## src/hdl/izoc_pkg.sv

```systemverilog
`default_nettype none

package izoc_pkg;

  localparam int unsigned SMP_W      = 16;
  localparam int unsigned GRAV_W     = 15;
  localparam int unsigned CNT_W      = 8;
  localparam int unsigned SUM_W      = 24;
  localparam int unsigned OFF_W      = 16;
  localparam int unsigned PHASE_W    = 2;
  localparam int unsigned N_AXES     = 6;
  localparam int unsigned CFG_IDX_W  = 1;
  localparam int unsigned CFG_DATA_W = 16;

  localparam int unsigned STABLE_COUNT_DEF  = 50;
  localparam int unsigned AVERAGE_COUNT_DEF = 50;

  localparam logic signed [SMP_W-1:0] THRESHOLD_RST = 16'sd300;
  localparam logic [GRAV_W-1:0]       GRAVITY_RST   = 15'd16384;

  // Fraction bits of the reciprocal used for the division by the sample count.
  localparam int unsigned RECIP_SHIFT = SUM_W;

  // Axis order within a sample and within the offsets.
  localparam int unsigned AX_RATE_X = 0;
  localparam int unsigned AX_RATE_Y = 1;
  localparam int unsigned AX_RATE_Z = 2;
  localparam int unsigned AX_ACC_X  = 3;
  localparam int unsigned AX_ACC_Y  = 4;
  localparam int unsigned AX_ACC_Z  = 5;

  typedef enum logic [PHASE_W-1:0] {
    PH_WAIT  = 2'd0,
    PH_AVG   = 2'd1,
    PH_READY = 2'd2
  } phase_e;

  typedef enum logic [CFG_IDX_W-1:0] {
    CFG_THRESHOLD = 1'b0,
    CFG_GRAVITY   = 1'b1
  } cfg_idx_e;

  typedef logic [N_AXES-1:0][SMP_W-1:0] smp_vec_t;
  typedef logic signed [SUM_W-1:0]      sum_t;
  typedef logic signed [OFF_W-1:0]      off_t;

  typedef struct packed {
    logic ld_prod;
    logic ld_quot;
  } div_ctrl_t;

endpackage

`default_nettype wire

```

## src/hdl/izoc_div.sv

```systemverilog
`default_nettype none

module izoc_div import izoc_pkg::*; #(
  parameter int unsigned AVERAGE_COUNT = AVERAGE_COUNT_DEF
) (
  input  logic      clk_i,
  input  div_ctrl_t ctrl_i,
  input  sum_t      sum_i,
  output off_t      off_o
);

  localparam int unsigned MAG_W   = SUM_W;
  localparam int unsigned RECIP_W = RECIP_SHIFT + 1;
  localparam int unsigned PROD_W  = MAG_W + RECIP_W;
  localparam int unsigned QN_W    = MAG_W + CNT_W;
  localparam int unsigned REM_W   = CNT_W + 1;

  localparam logic [RECIP_W-1:0] RECIP = RECIP_W'((1 << RECIP_SHIFT) / AVERAGE_COUNT);
  localparam logic [CNT_W-1:0]   DIV_N = CNT_W'(AVERAGE_COUNT);
  localparam logic [MAG_W-1:0]   POS_LIM = MAG_W'((1 << (OFF_W-1)) - 1);
  localparam logic [MAG_W-1:0]   NEG_LIM = MAG_W'(1 << (OFF_W-1));
  localparam off_t OFF_MAX = {1'b0, {(OFF_W-1){1'b1}}};
  localparam off_t OFF_MIN = {1'b1, {(OFF_W-1){1'b0}}};

  logic [MAG_W-1:0]  mag;
  logic [PROD_W-1:0] prod_d;
  logic              neg3_q;
  logic [MAG_W-1:0]  mag3_q;
  logic [PROD_W-1:0] prod3_q;

  logic [MAG_W-1:0]  qest;
  logic [QN_W-1:0]   qn;
  logic [QN_W-1:0]   diff;
  logic              neg4_q;
  logic [MAG_W-1:0]  qest4_q;
  logic [REM_W-1:0]  rem4_q;

  logic [MAG_W-1:0]  qfix;
  logic [MAG_W-1:0]  qneg;

  // The reciprocal estimate is never above the true quotient and at most one below.
  assign mag    = sum_i[SUM_W-1] ? MAG_W'(-sum_i) : MAG_W'(sum_i);
  assign prod_d = PROD_W'(mag) * PROD_W'(RECIP);

  always_ff @(posedge clk_i) begin
    if (ctrl_i.ld_prod) begin
      neg3_q  <= sum_i[SUM_W-1];
      mag3_q  <= mag;
      prod3_q <= prod_d;
    end
  end

  assign qest = prod3_q[RECIP_SHIFT +: MAG_W];
  assign qn   = QN_W'(qest) * QN_W'(DIV_N);
  assign diff = QN_W'(mag3_q) - qn;

  always_ff @(posedge clk_i) begin
    if (ctrl_i.ld_quot) begin
      neg4_q  <= neg3_q;
      qest4_q <= qest;
      rem4_q  <= diff[REM_W-1:0];
    end
  end

  assign qfix = qest4_q + MAG_W'(rem4_q >= REM_W'(DIV_N));
  assign qneg = -qfix;

  always_comb begin
    if (neg4_q) begin
      off_o = (qfix > NEG_LIM) ? OFF_MIN : qneg[OFF_W-1:0];
    end else begin
      off_o = (qfix > POS_LIM) ? OFF_MAX : qfix[OFF_W-1:0];
    end
  end

endmodule

`default_nettype wire

```

## config.mk

```make
export PLATFORM = sky130hd
export DESIGN_NAME = izoc_div
export DESIGN_NICKNAME = d
export VERILOG_FILES = /design/src/hdl/izoc_pkg.sv /design/src/hdl/izoc_div.sv
export SDC_FILE = /design/constraint.sdc
export NUM_CORES = 1
export LEC_CHECK = 0
export ABC_AREA = 0
export BUFFER_PORTS_ARGS = -buffer_cell sky130_fd_sc_hd__buf_2
export CAP_MARGIN = 20
export CORE_MARGIN = 5
export CORE_UTILIZATION = 32
export CTS_BUF_LIST = sky130_fd_sc_hd__clkbuf_4
export DETAILED_ROUTE_END_ITERATION = 16
export PLACE_DENSITY = 0.56
export SKIP_CTS_REPAIR_TIMING = 1
export SYNTH_ARGS = -nofsm -noshare
export SYNTH_HDL_FRONTEND = slang
export SYNTH_SLANG_ARGS = --single-unit
export TNS_END_PERCENT = 20
```

## constraint.sdc

```tcl
create_clock -name clk_i -period 14.21 [get_ports clk_i]
set_input_delay 0.7105 -clock clk_i [delete_from_list [all_inputs] [get_ports clk_i]]
set_output_delay 0.7105 -clock clk_i [all_outputs]
set_load 0.005 [all_outputs]
```

== Word level (Yosys, flattened, before mapping) ==
Index checks and enable logic that the tools add are counted.

* Word-level logic and storage cells: 19
* Input bits: 27
* Flip-flop bits (word level): 79
* Output and inout port bits: 16

* Add/subtract/negate cells: 4
* $lt $le $gt $ge: 3
* Multiply operators: 2
* Multiplexer cells: 4

{| class="wikitable"
|+ Operators with widths
! operator !! number
|-
| 16-bit 2-to-1 mux || 3
|-
| 24-bit by 16-bit multiplier with 40-bit output, second input constant || 1
|-
| 24-bit 2-to-1 mux || 1
|-
| 24-bit negator || 1
|-
| 19-bit by 1-bit adder with 20-bit output || 1
|-
| 20-bit by 15-bit > comparator with 1-bit output, second input constant || 1
|-
| 20-bit by 16-bit > comparator with 1-bit output, second input constant || 1
|-
| 19-bit by 5-bit multiplier with 8-bit output, second input constant || 1
|-
| 16-bit negator || 1
|-
| 9-bit by 6-bit >= comparator with 1-bit output, second input constant || 1
|-
| 9-bit subtractor || 1
|}

== Longest topological paths before layout ==
Gate-level depths: netlist of the first run.

* Word-level depth: 5
* Depth in mapped cells: 29
* Depth with buffers taken out: 29

== Worst setup path before layout of the first run ==
Ideal clock, no wire load.

* Path type: in2reg
* From: input port sum_i[7]
* To: register prod3_q[36], data pin
* Stages on the path: 25
* Arrival: 7128 ps
* Required time: 13942 ps
* Path buffers: 0
* Slack: 6814 ps
* Library setup time: 268 ps
* Cells stage by stage: nor4_1 nand4_1 or3_1 o21ai_0 xor2_1 inv_1 ha_1 inv_1 fa_1 inv_1 fa_1 fa_1 fa_1 inv_1 fa_1 inv_1 ha_1 nand2_1 nor2_1 a221oi_1 o21ai_0 a21oi_1 o21ai_0 a211oi_1 nor4_1

* Cells in the longest elaborated chain, start to end: 3

{| class="wikitable"
|+ Ends and longest elaborated chain
! what !! RTL line !! RTL
|-
| from (decl) || izoc_div.sv:8 || <nowiki>input sum_t sum_i,</nowiki>
|-
| 24-bit negator || izoc_div.sv:42 || <nowiki>assign mag = sum_i[SUM_W-1] ? MAG_W'(-sum_i) : MAG_W'(sum_i);</nowiki>
|-
| 24-bit 2-to-1 mux * || izoc_div.sv:42 ||
|-
| 24-bit by 16-bit multiplier with 40-bit output * || izoc_div.sv:43 || <nowiki>assign prod_d = PROD_W'(mag) * PROD_W'(RECIP);</nowiki>
|-
| named net prod_d[36] || izoc_div.sv:26 || <nowiki>logic [PROD_W-1:0] prod_d;</nowiki>
|-
| to (signal assigned) || izoc_div.sv:49 || <nowiki>prod3_q <= prod_d;</nowiki>
|-
| to (decl) || izoc_div.sv:29 || <nowiki>logic [PROD_W-1:0] prod3_q;</nowiki>
|}

Mark *: on every way through the listed nets, which the timed path passes. The rest lies on a longest branch.
A chain may end at the register's enable or synchronous reset.

== Final worst setup path of the first run ==
Same ends and word-level chain as after synthesis.

==> results of run 1 <==
[layer usage]
layer / part of all wire / vias up
met1: 0.49 / 3754
met3: 0.031 / 17
met5: 0 / -
li1: - / 3931
met4: 0.0099 / 0
met2: 0.46 / 119
[critical path, stage by stage]
cell	delay (ns)
buf_2	0.13
nor4_1	0.40
nand4_1	0.27
or3_1	0.46
o21ai_0	0.21
xor2_1	0.65
inv_1	0.27
ha_1	0.39
inv_1	0.08
fa_1	0.53
inv_1	0.05
fa_1	0.52
fa_1	0.45
fa_1	0.54
inv_1	0.05
fa_1	0.53
inv_1	0.04
ha_1	0.38
nand2_1	0.11
nor2_1	0.20
nand3b_1	0.11
o21ai_0	0.48
a21oi_1	0.24
o21ai_0	0.37
a211oi_1	0.12
nor4_1	0.17
[sequential cells by signal (all words and copies together), names as in the netlist]
| register | cells |
|---|---|
| prod3_q | 19 |
| qest4_q | 19 |
| mag3_q | 8 |
| rem4_q | 8 |
| neg3_q | 1 |
| neg4_q | 1 |
[layout make-up]
type,count,area (sq um)
Clock buffer,5,37.5
Inverter,381,1430
Tap cell,461,577
Antenna cell,1,2.50
Multi-Input combinational cell,764,8400
Sequential cell,56,1680
Timing Repair Buffer,53,293
Fill cell,3655,23200
Clock inverter,3,46.3
[per-stage QoR]
stage | area, sq um | util | setup slack [ns] | std cells
after global placement | 12400 | 0.347 | 5.62 | 1715
after global routing | 12500 | 0.350 | 5.38 | 1724
final | 12500 | 0.350 | 5.95 | 1724
after floorplan | 11600 | - | 6.81 | 1215
after detailed placement | 12400 | 0.347 | 5.58 | 1715
after CTS | 12500 | 0.350 | 6.01 | 1723
[cells in the final DEF (no fill, tap or decap), types with 5 or more instances in the layout]
cell type	netlist	routed
nor3_1	10	10
o21a_1	5	5
nand3_1	13	13
o21ai_0	28	28
buf_4	2	11
a21oi_1	44	44
inv_1	380	380
and3_1	6	6
or2_2	5	5
o31ai_1	5	5
clkbuf_4	0	5
buf_2	3	42
a31oi_1	5	5
nand4_1	8	8
and4_1	7	7
ha_1	204	204
nand2b_1	10	10
xnor2_1	52	52
fa_1	155	155
a21o_1	12	12
nand2_1	32	32
edfxtp_1	56	56
xor2_1	37	37
nor2_1	39	39
[worst min-delay path by stage]
stage           startpoint  depth (start not counted)     endpoint  slack [ns]
6_report            neg3_q                          0       neg4_q        0.44
5_1_grt             neg3_q                          0       neg4_q        0.47
3_5_place_dp   prod3_q[40]                          0  qest4_q[16]        0.41
2_1_floorplan       neg3_q                          0       neg4_q        0.40
3_3_place_gp   prod3_q[37]                          0  qest4_q[13]        0.40
4_1_cts             neg3_q                          0       neg4_q        0.45
[logic make-up after synthesis]
logic type | after synthesis | synth area share
simple gates | 162 | 0.0762
flops | 56 | 0.145
xor+xnor | 91 | 0.0700
fa+ha+maj | 361 | 0.490
buf+inv | 395 | 0.130
compound gates | 146 | 0.0852
mux | 4 | 0.00378
==> reports/results.tsv, run 1 <==
metric	value	unit
largest area contributor in the netlist	fa_1	
crit-path max FO	5	
Initial Util	0.325	
met1 usage	0.176	
number of synthesized register bits	56	
initial antenna violation count	1	
met2 Resource Use GR	0.206	
Worst Path Arrival	8.48	ns
row cnt	69	
Top FF cell, synth	edfxtp_1	
area fraction of the dominant cell type after synthesis	0.268	
fin. max-slew vios	0	
TritonCTS clock tree	built	
clock-pin slew on the worst setup and hold paths	0.16	ns
share of cells above drive strength 1	0.0697	
IO Port Bufs	42	
1st-iter DRT viols	327	
most frequent cells after synthesis	inv_1, ha_1, fa_1	
antenna viol nets, final	0	
Worst Setup SP	sum_i[7]	
Hold Crit Class	register to register	
post-synth cell types	76	
Critical Path Sink	prod3_q[36]	
DR DRC count	0	
busiest grt layer	met2	
Clock Skew	0.0213	ns
status	finished, final reports clean	
grt ovf	0	
HPWL Detailed	21.5	mm
P&R area growth vs syn	7.57	%
Async SR Flop Fraction	0	
Die Height	200	um
cts bufs inserted	5	
register area share after synthesis	0.145	
Tightest Pin Transition	0.975	ns
Hold Vio Cnt, Final	0	
cell with the most instances after synthesis	inv_1	
vias per inst	4.54	
reg-to-reg endpoint	rem4_q[8]	
CTS root buf	clkbuf_4	
Final nets	1647	
largest buffer count on any clock path	2	
Total Wirelength	24.0	mm
gr usage total	0.122	
DIE WIDTH	200	um
vias post-DR	7821	
Setup crit end kind	register	
Worst slew margin	0.345	
final setup fails	0	
syn_area_per_cell	9.54	sq um
die area	0.0401	sq mm
R2R Path Start	prod3_q[25]	
Core ar.	0.0357	sq mm
Crit path required time	14.43	ns
vias in the first global route	8293	
largest net degree at the start of global routing	29	
Tmin final	8.26	ns
wire per inst	13.9	um
Synth Cell Area	0.0116	sq mm
unrepaired setup endpoints after global routing	false	
Max Clock Freq	121	MHz
first-pass GRT wire length	41.0	mm
Final Cycle Share	0.581	
number of synthesized flops with an enable pin	56	
top post-synthesis cells by area	fa_1, ha_1, edfxtp_1	
setup TNS	0	ns
max cap viols	0	
H-tree lvl count	2	
Syn Nets	1601	
Min Hold Slack	0.443	ns
Mapped Cells	1215	
r2r setup slk	11.23	ns
Pre-Repair DR Iteration Count	4	
Placer Congestion	0.889	
clk_lat worst skew	0.39	ns
Ports	43	
R2R depth	9	
clock sinks	56	
Synth Warn #	0	
Worst Setup Start Kind	primary input	
Crit Path Category	primary input to register	
met3 Use GR	0.0107	
Power of run 1 is not shown: default switching activity piles up to over one toggle a cycle in this logic, so the estimate is an artifact.
==> inputs of run 2 (changes only) <==
--- a/config.mk
+++ b/config.mk
@@ -5,7 +5,7 @@
 export SDC_FILE = /design/constraint.sdc
 export NUM_CORES = 1
 export LEC_CHECK = 0
-export ABC_AREA = 0
+export ABC_AREA = 1
 export BUFFER_PORTS_ARGS = -buffer_cell sky130_fd_sc_hd__buf_2
 export CAP_MARGIN = 20
 export CORE_MARGIN = 5
==> constraint.sdc (replaced) <==
create_clock -name clk_i -period 8.5 [get_ports clk_i]
set_input_delay 0.425 -clock clk_i [delete_from_list [all_inputs] [get_ports clk_i]]
set_output_delay 0.425 -clock clk_i [all_outputs]
set_load 0.005 [all_outputs]
==> reports/results.tsv, run 2 <==
metric	value	unit	change
die area	0.0441	sq mm	+9.9%
1st-iter DRT viols	432		+32%
largest area contributor in the netlist	fa_1		
cts bufs inserted	5		unchanged
Slowest-stage cell, CP	xor2_1		
Min Hold Slack	0.458	ns	+0.0148 ns
clock-pin slew on the worst setup and hold paths	0.17	ns	about the same
HPWL Detailed	26.5	mm	+23%
top post-synthesis cells by area	fa_1, ha_1, inv_1		
register area share after synthesis	0.131		-0.0137
largest net degree at the start of global routing	29		unchanged
max cap viols	0		unchanged
vias per inst	4.48		-1.3%
M1 wire length	13.7	mm	+15%
Syn Nets	1999		+25%
most frequent cells after synthesis	inv_1, nand2_1, ha_1		
Die Height	210	um	+4.8%
Synth Cell Area	0.0128	sq mm	+10%
H-tree lvl count	2		unchanged
status	finished, final reports clean		
most frequent cells in the layout	inv_1, nand2_1, ha_1		
multi-input logic area	0.00930	sq mm	+11%
WL met3	850	um	+13%
Final Cycle Share	0.842		
antenna viol nets, final	0		unchanged
vias in the first global route	10400		+25%
clk_lat worst skew	0.39	ns	about the same
Setup crit end kind	register		
grt ovf	0		unchanged
most common cell after layout, fill and taps aside	inv_1		
syn_area_per_cell	7.94	sq um	-17%
Synth Warn #	0		unchanged
cell with the most instances after synthesis	inv_1		
DIE WIDTH	210	um	+4.8%
Placement Cell Area	0.0137	sq mm	+11%
Worst slew margin	0.483		+0.138
vias post-DR	9803		+25%
Final nets	2049		+24%
Clock Skew	0.0208	ns	-0.000507 ns
DR DRC count	0		unchanged
fill count	4288		+17%
final setup fails	0		unchanged
setup TNS	0	ns	unchanged
design area	0.0138	sq mm	+10%
Async SR Flop Fraction	0		unchanged
wire per inst	13.5	um	-3.4%
Tightest Pin Transition	0.773	ns	-0.202 ns
Mapped Cells	1613		+33%
setup slack after layout	1.34	ns	-4.61 ns
Crit path required time	8.67	ns	-5.76 ns
number of synthesized register bits	56		unchanged
Pre-Repair DR Iteration Count	5		+1
unrepaired setup endpoints after global routing	false		
Initial Util	0.323		-0.00213
WL met2	14.6	mm	+31%
initial antenna violation count	1		unchanged
Placer Congestion	0.870		-2.2%
CP most frequent cell	inv_1		
gr usage total	0.138		+0.0154
Highest Signal Layer	met4		
Core ar.	0.0396	sq mm	+11%
crit-path max FO	7		+2
Hold Crit Class	register to register		
TritonCTS clock tree	built		
post-synth cell types	46		-39%
clock sinks	56		unchanged
first-pass GRT wire length	50.2	mm	+23%
Total Wirelength	29.5	mm	+23%
Largest regs	prod3_q (19), qest4_q (19)		
pre-CTS setup slack	0.877	ns	-4.70 ns
number of synthesized flops with an enable pin	56		unchanged
IO Port Bufs	42		unchanged
delay of the slowest critical-path stage	0.63	ns	-0.02 ns
P&R area growth vs syn	7.61	%	about the same
area fraction of the dominant cell type after synthesis	0.242		-0.0253
Ports	43		unchanged
share of cells above drive strength 1	0.0661		-0.00362
CTS root buf	clkbuf_4		
Crit Path Category	primary input to register		
fin. max-slew vios	0		unchanged
Worst Setup Start Kind	primary input		
Hold Vio Cnt, Final	0		unchanged
Tmin final	7.16	ns	
Sequential cell area	0.00168	sq mm	unchanged
Worst Path Arrival	7.33	ns	-1.15 ns
Top FF cell, synth	edfxtp_1		
largest buffer count on any clock path	2		unchanged
row cnt	73		+5.8%
Max Clock Freq	140	MHz	
-- run 2: cell type report --
| class | instances | share of cell area |
|---|---|---|
| Clock buffer | 5 | 0.00272 |
| Timing Repair Buffer | 51 | 0.0202 |
| Inverter | 473 | 0.129 |
| Tap cell | 525 | 0.0477 |
| Clock inverter | 3 | 0.00336 |
| Sequential cell | 56 | 0.122 |
| Antenna cell | 1 | 0.000182 |
| Multi-Input combinational cell | 1076 | 0.675 |
-- run 2: path summary, 6_finish.rpt --
check,slack [ns],cells after the start,endpoint,from
setup / recovery,1.34,29,prod3_q[36],sum_i[0]
hold / removal,0.46,0,neg4_q,neg3_q
setup reg to reg,5.25,13,rem4_q[8],prod3_q[26]
hold reg to reg,0.46,0,neg4_q,neg3_q
-- run 2: routing by layer --
layer | GRT usage | up-vias
met5 | 0 | -
met4 | 0.0167 | 0
met3 | 0.00953 | 14
met2 | 0.253 | 134
met1 | 0.183 | 4620
li1 | - | 5035
-- run 2: critical path: cells and delay by family --
kind	cells	cell delay [ns]
simple gates	7	0.79
xor+xnor	1	0.63
fa+ha+maj	8	3.37
compound gates	5	1.32
buf+inv	8	0.79
-- run 2: cells by family (layout without fill, tap and decap cells) --
family / after synthesis / count (layout) / synth area share
DFF: 56 / 56 / 0.131
AOI/OAI and AO/OA: 155 / 155 / 0.0699
adders and majority gates: 359 / 359 / 0.442
buffers and inverters: 481 / 532 / 0.142
and+or+nand+nor: 514 / 514 / 0.178
xor gates and xnor gates: 48 / 48 / 0.0369
other: 0 / 1 / 0
-- run 2: per-stage QoR --
stage / std cells / util
after floorplan: 1613 / -
after global placement: 2181 / 0.345
after detailed placement: 2181 / 0.345
after CTS: 2189 / 0.348
after global routing: 2190 / 0.348
final: 2190 / 0.348
Power of run 2 is left out for the same reason.
