<file path="src/hdl/izoc_pkg.sv">
`default_nettype none

package izoc_pkg;

  localparam int unsigned SMP_W      = 16;
  localparam int unsigned GRAV_W     = 15;
  localparam int unsigned CNT_W      = 8;
  localparam int unsigned SUM_W      = 24;
  localparam int unsigned OFF_W      = 16;
  localparam int unsigned PHASE_W    = 2;
  localparam int unsigned N_AXES     = 6;
  localparam int unsigned CFG_IDX_W  = 1;
  localparam int unsigned CFG_DATA_W = 16;

  localparam int unsigned STABLE_COUNT_DEF  = 50;
  localparam int unsigned AVERAGE_COUNT_DEF = 50;

  localparam logic signed [SMP_W-1:0] THRESHOLD_RST = 16'sd300;
  localparam logic [GRAV_W-1:0]       GRAVITY_RST   = 15'd16384;

  // Fraction bits of the reciprocal used for the division by the sample count.
  localparam int unsigned RECIP_SHIFT = SUM_W;

  // Axis order within a sample and within the offsets.
  localparam int unsigned AX_RATE_X = 0;
  localparam int unsigned AX_RATE_Y = 1;
  localparam int unsigned AX_RATE_Z = 2;
  localparam int unsigned AX_ACC_X  = 3;
  localparam int unsigned AX_ACC_Y  = 4;
  localparam int unsigned AX_ACC_Z  = 5;

  typedef enum logic [PHASE_W-1:0] {
    PH_WAIT  = 2'd0,
    PH_AVG   = 2'd1,
    PH_READY = 2'd2
  } phase_e;

  typedef enum logic [CFG_IDX_W-1:0] {
    CFG_THRESHOLD = 1'b0,
    CFG_GRAVITY   = 1'b1
  } cfg_idx_e;

  typedef logic [N_AXES-1:0][SMP_W-1:0] smp_vec_t;
  typedef logic signed [SUM_W-1:0]      sum_t;
  typedef logic signed [OFF_W-1:0]      off_t;

  typedef struct packed {
    logic ld_prod;
    logic ld_quot;
  } div_ctrl_t;

endpackage

`default_nettype wire

</file>
<file path="src/hdl/izoc_tracker.sv">
`default_nettype none

module izoc_tracker import izoc_pkg::*; #(
  parameter int unsigned STABLE_COUNT  = STABLE_COUNT_DEF,
  parameter int unsigned AVERAGE_COUNT = AVERAGE_COUNT_DEF
) (
  input  logic                    clk_i,
  input  logic                    rst_ni,
  input  logic                    step_i,
  input  logic                    restart_i,
  input  smp_vec_t                smp_i,
  input  logic signed [SMP_W-1:0] thr_i,
  input  logic [GRAV_W-1:0]       grav_i,
  output phase_e                  phase_o,
  output logic                    done_o,
  output sum_t                    sums_o [N_AXES]
);

  localparam int unsigned ADD_W = SMP_W + 2;
  localparam logic [CNT_W-1:0] STABLE_N = CNT_W'(STABLE_COUNT);
  localparam logic [CNT_W-1:0] AVG_N    = CNT_W'(AVERAGE_COUNT);
  localparam sum_t SUM_MAX = {1'b0, {(SUM_W-1){1'b1}}};
  localparam sum_t SUM_MIN = {1'b1, {(SUM_W-1){1'b0}}};

  phase_e             phase_q, phase_d;
  logic [CNT_W-1:0]   stb_cnt_q, stb_cnt_d;
  logic [CNT_W-1:0]   avg_cnt_q, avg_cnt_d;
  sum_t               sums_q [N_AXES];
  sum_t               sums_d [N_AXES];
  sum_t               sums_acc [N_AXES];

  phase_e             phase2_q;
  logic               done2_q;
  sum_t               sums2_q [N_AXES];

  logic               stable;
  logic [CNT_W-1:0]   stb_inc, avg_inc;
  logic               stb_full, avg_full;
  logic               done;
  logic signed [ADD_W-1:0] acc_z_net;
  logic signed [ADD_W-1:0] addend [N_AXES];
  logic signed [SUM_W:0]   wide [N_AXES];

  assign stable = ($signed(smp_i[AX_RATE_X]) < thr_i) &&
                  ($signed(smp_i[AX_RATE_Y]) < thr_i) &&
                  ($signed(smp_i[AX_RATE_Z]) < thr_i);

  assign stb_inc  = stb_cnt_q + 1'b1;
  assign avg_inc  = avg_cnt_q + 1'b1;
  assign stb_full = stb_inc >= STABLE_N;
  assign avg_full = avg_inc >= AVG_N;

  assign acc_z_net = ADD_W'($signed(smp_i[AX_ACC_Z])) - $signed({3'b000, grav_i});

  // Saturating accumulation; a 25-bit sum shows overflow in its two top bits.
  always_comb begin
    for (int i = 0; i < N_AXES; i++) begin
      addend[i] = (i == AX_ACC_Z) ? acc_z_net : ADD_W'($signed(smp_i[i]));
      wide[i]   = (SUM_W+1)'(sums_q[i]) + (SUM_W+1)'(addend[i]);
      if (wide[i][SUM_W] != wide[i][SUM_W-1]) begin
        sums_acc[i] = wide[i][SUM_W] ? SUM_MIN : SUM_MAX;
      end else begin
        sums_acc[i] = wide[i][SUM_W-1:0];
      end
    end
  end

  always_comb begin
    phase_d   = phase_q;
    stb_cnt_d = stb_cnt_q;
    avg_cnt_d = avg_cnt_q;
    sums_d    = sums_q;
    if (restart_i) begin
      phase_d   = PH_WAIT;
      stb_cnt_d = '0;
      avg_cnt_d = '0;
      for (int i = 0; i < N_AXES; i++) begin
        sums_d[i] = '0;
      end
    end else begin
      case (phase_q)
        PH_WAIT: begin
          if (stable) begin
            stb_cnt_d = stb_inc;
            if (stb_full) begin
              phase_d = PH_AVG;
            end
          end
        end
        PH_AVG: begin
          sums_d    = sums_acc;
          avg_cnt_d = avg_inc;
          if (avg_full) begin
            phase_d = PH_READY;
          end
        end
        default: begin
        end
      endcase
    end
  end

  always_comb begin
    done = !restart_i && (phase_q == PH_AVG) && avg_full;
  end

  always_ff @(posedge clk_i or negedge rst_ni) begin
    if (!rst_ni) begin
      phase_q   <= PH_WAIT;
      stb_cnt_q <= '0;
      avg_cnt_q <= '0;
      for (int i = 0; i < N_AXES; i++) begin
        sums_q[i] <= '0;
      end
    end else if (step_i) begin
      phase_q   <= phase_d;
      stb_cnt_q <= stb_cnt_d;
      avg_cnt_q <= avg_cnt_d;
      sums_q    <= sums_d;
    end
  end

  // Snapshot for the divider stages, so that the next sample may update the state.
  always_ff @(posedge clk_i) begin
    if (step_i) begin
      phase2_q <= phase_d;
      done2_q  <= done;
      sums2_q  <= sums_d;
    end
  end

  assign phase_o = phase2_q;
  assign done_o  = done2_q;
  assign sums_o  = sums2_q;

endmodule

`default_nettype wire

</file>
<file path="config.mk">
export PLATFORM = sky130hd
export DESIGN_NAME = izoc_tracker
export DESIGN_NICKNAME = d
export VERILOG_FILES = /design/src/hdl/izoc_pkg.sv /design/src/hdl/izoc_tracker.sv
export SDC_FILE = /design/constraint.sdc
export NUM_CORES = 1
export LEC_CHECK = 0
export BUFFER_PORTS_ARGS = -buffer_cell sky130_fd_sc_hd__buf_2
export CORE_ASPECT_RATIO = 1.1
export CORE_MARGIN = 2
export CORE_UTILIZATION = 50
export CTS_BUF_LIST = sky130_fd_sc_hd__clkbuf_4 sky130_fd_sc_hd__clkbuf_8
export DETAILED_ROUTE_END_ITERATION = 10
export PLACE_DENSITY_LB_ADDON = 0.3
export SLEW_MARGIN = 20
export SYNTH_ARGS = -nofsm -noshare
export SYNTH_HDL_FRONTEND = slang
export SYNTH_SLANG_ARGS = --single-unit
</file>
<file path="constraint.sdc">
create_clock -name clk_i -period 6.97 [get_ports clk_i]
set_input_delay 1.7425 -clock clk_i [delete_from_list [all_inputs] [get_ports clk_i]]
set_output_delay 1.7425 -clock clk_i [all_outputs]
set_load 0.1 [all_outputs]
</file>
-- Word level (Yosys, flattened, before mapping)
Cells that the tools add are included.
- flip-flop bits (word level): 309
- input bits: 131
- output and inout bits: 147
- logic and storage cells: 73
- add/sub/neg operators: 9
- order comparisons: 5
- eq/ne operators: 7
- multiplexer cells: 24
- reduce and logical (&&, ||, !) cells: 11
- operators with widths (kind ; number):
    $mux 144 ; 2
    $mux 24 ; 12
    $add 24x16->25 ; 5
    $lt 16x16->1 ; 3
    $mux 8 ; 5
    $add 24x17->25 ; 1
    $sub 16x16->17 ; 1
    $add 8x1->8 const B ; 2
    $ge 8x6->1 const B ; 2
    $mux 2 ; 4
    $ne 1x1->1 ; 6
    $reduce_bool 2->1 ; 3
    $logic_and 1x1->1 ; 4
    $pmux 2 s2 ; 1
    $reduce_and 3->1 ; 1
    $eq 2x1->1 const B ; 1
    $logic_not 2->1 ; 1
    $reduce_and 2->1 ; 1
    $logic_not 1->1 ; 1

-- Depth between registers and ports, before layout
Gate-level depths: netlist (run 1).
- depth in word-level cells: 6
- mapped depth: 18
- gate-level depth less buffers: 17

-- Worst setup path after synthesis (run 1)
OpenSTA, ideal clock, no wires.
- kind: input -> register
- from: input smp_i[81] (netlist name)
- to: register sums2_q, in the netlist sums_o[14], data pin
- library setup time: 0.256 ns
- arrival time: 5.569 ns
- data required time: 6.714 ns
- path slack: 1.145 ns
- stages: 18
- path buffers: 2
- path through: inv_1 > fa_1 > inv_1 > ha_1 > a211o_1 > a211oi_2 > o21bai_1 > o2111ai_2 > a31oi_1 > a311oi_1 > o21ai_0 > a21o_1 > xor2_1 > ha_1 > clkbuf_1 > clkbuf_1 > a21oi_1 > a22o_1
- RTL lines (item ; RTL line ; text):
    from (decl) ; izoc_tracker.sv:11 ; input smp_vec_t smp_i,
    to (signal assigned) ; izoc_tracker.sv:128 ; sums2_q <= sums_d;
    to (decl) ; izoc_tracker.sv:34 ; sum_t sums2_q [N_AXES];

-- Final worst setup path (run 1)
- from: input smp_i[81] (netlist name)
- to: register sums_q[20] (netlist name)
- longest elaborated chain between the ends: 6
- elaborated cells between the ends (all ways): 7
- those cells by class: add/sub: 2; eq/ne: 1; mux: 4
- ends and longest elaborated chain (item ; RTL line ; text):
    $sub 16x16->17 * ; izoc_tracker.sv:53 ; assign acc_z_net = ADD_W'($signed(smp_i[AX_ACC_Z])) - $signed({3'b000, grav_i});
    $add 24x17->25 * ; izoc_tracker.sv:59 ; wide[i] = (SUM_W+1)'(sums_q[i]) + (SUM_W+1)'(addend[i]);
    $mux 24 or $ne 1x1->1 (tied branches) ; izoc_tracker.sv:61, izoc_tracker.sv:60 ;
    $mux 24 * ; izoc_tracker.sv:60 ; if (wide[i][SUM_W] != wide[i][SUM_W-1]) begin
    $mux 144 * ; izoc_tracker.sv:81 ; case (phase_q)
    $mux 144 * ; izoc_tracker.sv:73 ; if (restart_i) begin
    to (signal assigned) ; izoc_tracker.sv:119 ; sums_q <= sums_d;
    to (decl) ; izoc_tracker.sv:28 ; sum_t sums_q [N_AXES];
Every way passes the cells marked *; elsewhere a longest branch is shown, timed or not.
A chain may end at the register's enable or synchronous reset.

==> impl_metrics.toml, run 1 <==
[cts]
cts.clk_slew.worst_paths_ps = 60
ctsHtreeMaxLevel = 2
hold_buffers = 0
cts_root_buf = "clkbuf_8"
clockBufferDepth = 3
numCtsBuffers = 52
cts_sinks = 309
cts_tree = "built"
postCtsSetupBuffers = 0
clock_latency_ps = 640
postCtsResizedCells = 0

[global_route]
antenna_found_initial = 2
grt_pass1_wl_mm = 95.4
gr-total-overflow = 0
grt_use_total_pct = 26.0
grt_pass1_vias = 18695
grt_max_degree = 145

[yosys]
netlist_area_mm2 = 0.0220
syn_area_per_cell_um2 = 9.13
ys_ff_latch = 309
yosys_warnings = 0
synth_edf_count = 147
seq_area_frac_synth_pct = 38.4
syn_nets = 2777
postSynthCellCount = 2413
yosys_most_used_dff = "dfrtp_1"
async_flop_share_pct = 52.4
yosysUniqueCellTypes = 97

[drt]
drc = 0
vias_per_cell = 5.85
num_vias = 19254
wl_mm = 60.4
ant_nets = 0
drtPass1Iterations = 6
drtIter0Drc = 1391
drt-wirelength-per-cell_um = 18.4

[floorplanning]
die_y_um = 224
num_rows = 80
core_mm2 = 0.0434
ios = 278
die_w_um = 204
die_area_mm2 = 0.0457
start_util_pct = 50.7

[timing]
setup_violations = 0
slew_headroom_pct = 35.7
skew_ps = 22.2
hold_violations = 0
finalMaxSlewViolations = 0
fmax_mhz = 172
period_share_pct = 83.3
min_period_ps = 5810
tns_ps = 0
fin_ws_ps = 1160
grt_setup_unrepaired = "false"
hold_ws_ps = 511
tightest_slew_ps = 964

[placed_design]
placed_cells = 3197
dpl.hpwl_mm = 43.0
pre_cts_ws_ps = 625
io_buffers = 277
gp_congestion = 0.940

[final_layout]
drive_gt1_share_pct = 16.0
fill_cells = 3878
area_delta_synth_final_pct = 14.0
stdcell_count = 3293
final_cell_mix = "nand2_1 (317), buf_2 (275), o21ai_0 (251)"
final_common_cell = "nand2_1"
fin_nets = 3041

[setup_path]
cp-start-kind = "input pin"
critical_path.max_fanout = 17
worstPathCellList = "buf_2, inv_1, fa_1, inv_1, ha_1, a211o_1, a211oi_2, o21bai_1, o2111ai_2, a31oi_1, a311oi_1, o21ai_0, a21o_1, xor2_1, ha_1, a21o_1, o21ai_0"
crit_slowest_cell = "ha_1"
cp_data_arrival_time_ps = 6280
crit_path_end_kind = "flop"
critPathRequiredTime_ps = 7440
max_stage_delay_ps = 650
worst-setup-path-type = "in2reg"

[flow_run]
maxCapViolCount = 0

[pwr]
p_leak_nw = 12.0
total_power_mw = 5.31
p_per_area_mw_per_mm2 = 212
peakVddDrop_v = 0.000125

[hold_path]
hold_path_class = "reg2reg"

[status]
status = "complete, no violations"
[cells in the mapped netlist (20+ instances only)]
cell type / n / share of area, %
inv_1: 160 / 2.7
o21ai_1: 30 / 0.68
a21oi_1: 141 / 3.2
nor3_1: 24 / 0.55
nor2_1: 161 / 2.7
o21a_1: 29 / 0.99
nor2b_1: 23 / 0.65
fa_1: 20 / 1.8
nand2_1: 317 / 5.4
a22o_1: 46 / 1.8
clkbuf_1: 69 / 1.2
dfrtp_1: 162 / 18
o21ai_0: 251 / 5.7
a21o_1: 72 / 2.5
ha_1: 213 / 12
a31oi_1: 28 / 0.80
edfxtp_1: 147 / 20
nand3_1: 29 / 0.66
a211oi_1: 21 / 0.72
and3_1: 23 / 0.65
nand2b_1: 44 / 1.2
xnor2_1: 67 / 2.7
xor2_1: 43 / 1.7
a221o_1: 28 / 1.3
[kinds of logic after synthesis]
logic type	after synthesis	synth area share [%]
AOI/OAI and AO/OA	804	24.0
and+or+nand+nor	703	14.5
DFF	309	38.4
buffers and inverters	245	4.35
adders and majority gates	233	13.9
xor gates and xnor gates	111	4.45
muxes	8	0.398
[power by group]
group | total (mW) | internal, mW | switching, mW | leakage [nW]
Clock | 1.83 | 1.05 | 0.778 | 0.614
Sequential | 2.06 | 2.00 | 0.0594 | 3.76
Combinational | 1.43 | 0.424 | 1.00 | 7.60
[path summary, 6_finish.rpt]
path / slack (ps) / to / cells past startpoint / from
hold / removal: 510 / sums_q[21]$_DFFE_PN0P_ / 2 / sums_q[21]$_DFFE_PN0P_
setup / recovery: 1160 / sums_q[20]$_DFFE_PN0P_ / 17 / smp_i[81]
hold reg to reg: 510 / sums_q[21]$_DFFE_PN0P_ / 2 / sums_q[21]$_DFFE_PN0P_
setup reg to reg: 2000 / sums_q[20]$_DFFE_PN0P_ / 16 / sums_q[1]$_DFFE_PN0P_
max in group asynchronous: 4600 / sums_q[50]$_DFFE_PN0P_ / 2 / rst_ni
min in group asynchronous: 1070 / sums_q[88]$_DFFE_PN0P_ / 1 / rst_ni
[critical path: cells and delay by family]
family | cells | cell delay [ps]
XOR/XNOR | 1 | 150
AO/OA/AOI/OAI | 10 | 2670
buffers and inverters | 3 | 170
adder cells (fa/ha/maj) | 3 | 1530
[layer usage]
| layer | vias up | share of wire, % | wire length, um | GRT usage [%] |
|---|---|---|---|---|
| met5 | - | 0.035 | 21 | 0 |
| met4 | 4 | 3.4 | 2030 | 10.1 |
| met2 | 699 | 47 | 28300 | 42.7 |
| met1 | 9112 | 43 | 25800 | 33.7 |
| li1 | 9310 | - | - | - |
| met3 | 129 | 7.2 | 4340 | 5.22 |
[state kept, by name, indices dropped and copies added, names as in the netlist]
signal     flops
sums_o       144
sums_q       144
avg_cnt_q      8
stb_cnt_q      8
phase_o        2
phase_q        2
done_o         1
[area by class of cell]
type                            instances  area (um2)  share of cell area (%)
Multi-Input combinational cell       1859       12600                    50.3
Tap cell                              574         718                    2.86
Antenna cell                            1        2.50                 0.00996
Clock inverter                         15         168                   0.668
Inverter                              163         612                    2.44
Clock buffer                           80         988                    3.94
Sequential cell                       309        8470                    33.7
Timing Repair Buffer                  292        1540                    6.12
[per-stage QoR]
step	util (%)	cell area, um2
2_1_floorplan	-	22000
3_3_place_gp	55.1	24000
3_5_place_dp	55.1	24000
4_1_cts	57.8	25100
5_1_grt	57.8	25100
6_report	57.8	25100
Power figures use the tool's default switching activity.
==> inputs of run 2 (changes only) <==
- clock period: 6.97 -> 4.7 ns (I/O delays scaled with it)
==> run 2 against run 1 <==
Against the previous run: clock power up 58%; core utilization up 2.6 points; sequential share of layout area shrank 1.5 points; final cell count is 4.0% higher; highest routed layer unchanged; worst hold slack got worse by 2.7 ps; wire length rose by 4.4%.
==> impl_metrics.toml, run 2 (synthesized netlist as in run 1, its figures left out) <==
[cts]
numCtsBuffers = 55
clockBufferDepth = 3
cts_sinks = 309
clock_latency_ps = 660
cts_root_buf = "clkbuf_8"
postCtsSetupBuffers = 0
ctsHtreeMaxLevel = 2
cts_tree = "built"
cts.clk_slew.worst_paths_ps = 60

[final_layout]
final_common_cell = "nand2_1"
final_cell_mix = "nand2_1 (317), buf_2 (275), o21ai_0 (238)"
fin_nets = 3168
fill_cells = 3834
design_area_mm2 = 0.0263
area_delta_synth_final_pct = 19.2
drive_gt1_share_pct = 20.0

[timing]
fmax_mhz = 222
slew_headroom_pct = 31.4
hold_ws_ps = 508
setup_violations = 0
tightest_slew_ps = 1030
finalMaxSlewViolations = 0
hold_violations = 0
grt_setup_unrepaired = "false"
skew_ps = 27.6
period_share_pct = 95.9
min_period_ps = 4510

[setup_path]
cp_data_arrival_time_ps = 4910
worst-setup-path-type = "in2reg"
r2r_setup_slack_ps = 430
cp-start-kind = "input pin"
critPathRequiredTime_ps = 5100
r2r-end = "sums_o[14]$_DFFE_PP_"
crit_path_end_kind = "flop"
rr_worst_depth = 17
critical_path.max_fanout = 12
r2r-start = "sums_q[1]$_DFFE_PN0P_"

[drt]
num_vias = 19985
drtIter0Drc = 1216
drt-wirelength-per-cell_um = 18.4
ant_nets = 0
drtPass1Iterations = 6
wl_mm = 63.1
drc = 0
vias_per_cell = 5.84

[pwr]
power_frac_seq_pct = 37.1
swShare_pct = 34.3
power_switching_mw = 2.82
p_clk_share_pct = 35.3
p_comb_share_pct = 27.6
peakVddDrop_v = 0.000183
p_leak_nw = 12.7
intPower_mw = 5.41
p_per_area_mw_per_mm2 = 314

[global_route]
antenna_found_initial = 2
grt_pass1_wl_mm = 99.7
grt_max_degree = 145
grt_use_total_pct = 27.2
grt_pass1_vias = 19760
gr-total-overflow = 0

[flow_run]
maxCapViolCount = 0

[status]
status = "complete, no violations"

[hold_path]
holdPathStages = 2
holdPathEnd = "sums_q[75]$_DFFE_PN0P_"
worstHoldStart = "sums_q[75]$_DFFE_PN0P_"
hold_path_class = "reg2reg"

[floorplanning]
die_area_mm2 = 0.0457
core_mm2 = 0.0434
num_rows = 80
die_y_um = 224
start_util_pct = 50.7
ios = 278
die_w_um = 204

[placed_design]
io_buffers = 277
gp_congestion = 0.953
placed_area_mm2 = 0.0250
dpl.hpwl_mm = 45.6
-- run 2: per-stage QoR --
| step | worst slack [ps] | utilization [%] | instances | setup TNS, ps | power [mW] |
|---|---|---|---|---|---|
| after floorplan | -189 | - | 2413 | -2980 | 4.72 |
| after detailed placement | -546 | 57.5 | 3321 | -24770 | 5.36 |
| final | 191 | 60.4 | 3425 | 0 | 8.24 |
| after global routing | 3.96 | 60.4 | 3424 | 0 | 8.62 |
| after CTS | 158 | 60.4 | 3424 | 0 | 8.30 |
| after global placement | -426 | 57.5 | 3321 | -15490 | 5.30 |
-- run 2: per-layer routing --
| metal | wire [um] | vias to the layer above | global-route usage, % |
|---|---|---|---|
| li1 | - | 9560 | - |
| met1 | 26600 | 9592 | 34.1 |
| met2 | 30400 | 693 | 47.1 |
| met3 | 3970 | 138 | 4.26 |
| met4 | 2050 | 2 | 10.4 |
| met5 | 13 | - | 0 |
-- run 2: power groups by stage --
stage	Clock, mW	Sequential [mW]	Combinational [mW]
after global routing	3.07	3.07	2.48
final	2.90	3.06	2.27
after floorplan	0	3.57	1.15
after global placement	0	3.10	2.20
after CTS	2.97	3.05	2.27
after detailed placement	0	3.10	2.26
-- run 2: how the worst max path moves through the flow --
stage | startpoint | endpoint | slack [ps]
2_1_floorplan | grav_i[1] | sums_o[8]$_DFFE_PP_ | -190
3_3_place_gp | grav_i[1] | sums_o[14]$_DFFE_PP_ | -430
3_5_place_dp | grav_i[1] | sums_o[21]$_DFFE_PP_ | -550
4_1_cts | grav_i[1] | sums_o[14]$_DFFE_PP_ | 160
5_1_grt | grav_i[1] | sums_o[14]$_DFFE_PP_ | 4
6_report | grav_i[1] | sums_o[14]$_DFFE_PP_ | 190
-- run 2: repair_timing --
item | CTS | global route
hold buffers | 0 | 0
setup endpoints to repair | 0 | 10
resized for setup | 0 | 1
-- run 2: layout make-up --
type                            instances  area (um2)  share of cell area, %
Tap cell                              574         718                   2.74
Antenna cell                            1        2.50                0.00953
Inverter                              163         612                   2.33
Multi-Input combinational cell       1859       12600                   48.1
Clock inverter                         24         270                   1.03
Timing Repair Buffer                  416        2550                   9.73
Sequential cell                       309        8470                   32.2
Clock buffer                           79         993                   3.78
-- run 2: critical path, stage by stage --
cell	delay, ps
buf_2	110
fa_1	550
inv_1	50
ha_1	280
a211o_1	300
a211oi_2	300
o21bai_2	130
o2111ai_2	240
a31oi_2	140
a311oi_1	270
o21ai_1	90
a21o_1	190
xor2_1	160
ha_1	340
buf_4	200
nand2b_1	170
a22o_1	210
==> inputs of run 3 (changes only) <==
- CORE_UTILIZATION: 50 -> 54
- CTS_BUF_LIST: sky130_fd_sc_hd__clkbuf_4 sky130_fd_sc_hd__clkbuf_8 -> not set
==> run 3 against run 2 <==
Against the previous run: critical path type unchanged; power increased by 0.92%; clock skew shrank 7.6 ps; final area down 0.30%; largest power group unchanged; highest routed layer unchanged.
==> impl_metrics.toml, run 3 (synthesized netlist as in run 1, its figures left out) <==
[status]
status = "complete, no violations"

[setup_path]
rr_worst_depth = 17
worst-setup-path-type = "in2reg"
worstPathCellList = "buf_2, inv_2, fa_1, inv_1, ha_4, a211o_1, a211oi_2, o21bai_2, o2111ai_2, a31oi_2, a311oi_1, o21ai_1, a21o_1, xor2_2, ha_4, buf_12, nand2b_1, a22o_1"
cp_data_arrival_time_ps = 4830
critical_path.max_fanout = 7
r2r_setup_slack_ps = 480
crit_slowest_cell = "fa_1"
r2r-end = "sums_o[14]$_DFFE_PP_"
crit_path_end_kind = "flop"
r2r-start = "sums_q[1]$_DFFE_PN0P_"
critPathRequiredTime_ps = 4990
cp_common_cell = "ha_4"
cp-start-kind = "input pin"
max_stage_delay_ps = 550

[global_route]
grt_use_total_pct = 28.5
grt_pass1_wl_mm = 97.7
grt_pass1_vias = 19314
antenna_found_initial = 2
gr-total-overflow = 0
grt_max_degree = 145

[floorplanning]
die_area_mm2 = 0.0424
die_y_um = 216
start_util_pct = 54.8
ios = 278
core_mm2 = 0.0402
num_rows = 77
die_w_um = 197

[drt]
drtIter0Drc = 1188
ant_nets = 0
drc = 0
drtPass1Iterations = 5
vias_per_cell = 5.94
num_vias = 19719
wl_mm = 61.6
drt-wirelength-per-cell_um = 18.5

[final_layout]
fill_cells = 3248
drive_gt1_share_pct = 18.9
final_common_cell = "nand2_1"
stdcell_count = 3322
fin_nets = 3146
final_cell_mix = "nand2_1 (317), buf_2 (275), o21ai_0 (229)"
area_delta_synth_final_pct = 18.9

[placed_design]
io_buffers = 277
gp_congestion = 0.916
dpl.hpwl_mm = 44.7
placed_cells = 3252

[cts]
numCtsBuffers = 36
cts_sinks = 309
clockBufferDepth = 3
ctsHtreeMaxLevel = 2
cts_root_buf = "clkbuf_16"
clock_latency_ps = 560
hold_buffers = 0
cts.clk_slew.worst_paths_ps = 60
cts_tree = "built"

[timing]
slew_headroom_pct = 37.3
min_period_ps = 4540
tightest_slew_ps = 940
skew_ps = 20.0
hold_violations = 0
fmax_mhz = 220
grt_setup_unrepaired = "false"
finalMaxSlewViolations = 0
hold_ws_ps = 511
setup_violations = 0
period_share_pct = 96.7
tns_ps = 0

[pwr]
p_clk_share_pct = 35.0
power_switching_mw = 2.81
p_per_area_mw_per_mm2 = 317
peakVddDrop_v = 0.000200
intPower_mw = 5.50
power_frac_seq_pct = 36.8
swShare_pct = 33.8
p_leak_nw = 12.6
p_comb_share_pct = 28.2

[hold_path]
holdPathEnd = "sums_q[72]$_DFFE_PN0P_"
holdPathStages = 2
worstHoldStart = "sums_q[72]$_DFFE_PN0P_"
hold_path_class = "reg2reg"

[flow_run]
maxCapViolCount = 0
run 3: final cells by class:
cell class	count	area, um2	area share [%]
Clock inverter	16	200	0.765
Sequential cell	309	8470	32.3
Clock buffer	48	1010	3.85
Multi-Input combinational cell	1859	12700	48.5
Timing Repair Buffer	413	2560	9.79
Antenna cell	1	2.50	0.00956
Inverter	163	612	2.34
Tap cell	513	642	2.45
run 3: through the flow:
stage	worst slack (ps)	power [mW]	util, %	instance area [um2]
floorplan	-189	4.72	-	22100
global placement	-365	5.28	61.8	24800
detailed placement	-489	5.34	61.8	24800
CTS	105	8.26	64.8	26000
global route	0.365	8.69	65.2	26200
finish	157	8.31	65.2	26200
run 3: worst max-delay path: cells and delay by family:
kind	cells	cell delay, ps
compound gates	9	1940
buf+inv	4	330
xor+xnor	1	170
simple gates	1	160
fa+ha+maj	3	1060
run 3: worst max-delay path by stage:
| stage | from | end | slack (ps) | depth (start not counted) |
|---|---|---|---|---|
| 6_report | smp_i[81] | sums_o[14]$_DFFE_PP_ | 160 | 18 |
| 5_1_grt | smp_i[81] | sums_q[11]$_DFFE_PN0P_ | 0.4 | 19 |
| 4_1_cts | grav_i[1] | sums_q[8]$_DFFE_PN0P_ | 110 | 17 |
| 3_5_place_dp | grav_i[1] | sums_q[5]$_DFFE_PN0P_ | -490 | 18 |
| 3_3_place_gp | grav_i[1] | sums_q[17]$_DFFE_PN0P_ | -370 | 17 |
| 2_1_floorplan | grav_i[1] | sums_o[8]$_DFFE_PP_ | -190 | 17 |
run 3: what timing repair did:
item | in CTS | in global routing
endpoints found under the hold margin | 0 | 0
setup buffers | 0 | 3
endpoints found under the setup margin | 0 | 46
resized for setup | 0 | 19
run 3: per-layer routing:
layer  up-vias  global-route usage, %  routed length [um]  part of all wire [%]
met5         -                      0                  13                 0.021
met1      9425                   36.6               26000                    42
met4         2                   8.99                1560                   2.5
met3        98                   5.13                4320                   7.0
met2       680                   48.8               29700                    48
li1       9514                      -                   -                     -
run 3: power groups by stage:
stage          logic (mW)  clock network (mW)  registers (mW)
4_1_cts              2.25                2.96            3.05
6_report             2.35                2.91            3.06
3_5_place_dp         2.24                   0            3.10
2_1_floorplan        1.15                   0            3.57
3_3_place_gp         2.18                   0            3.10
5_1_grt              2.55                3.08            3.07
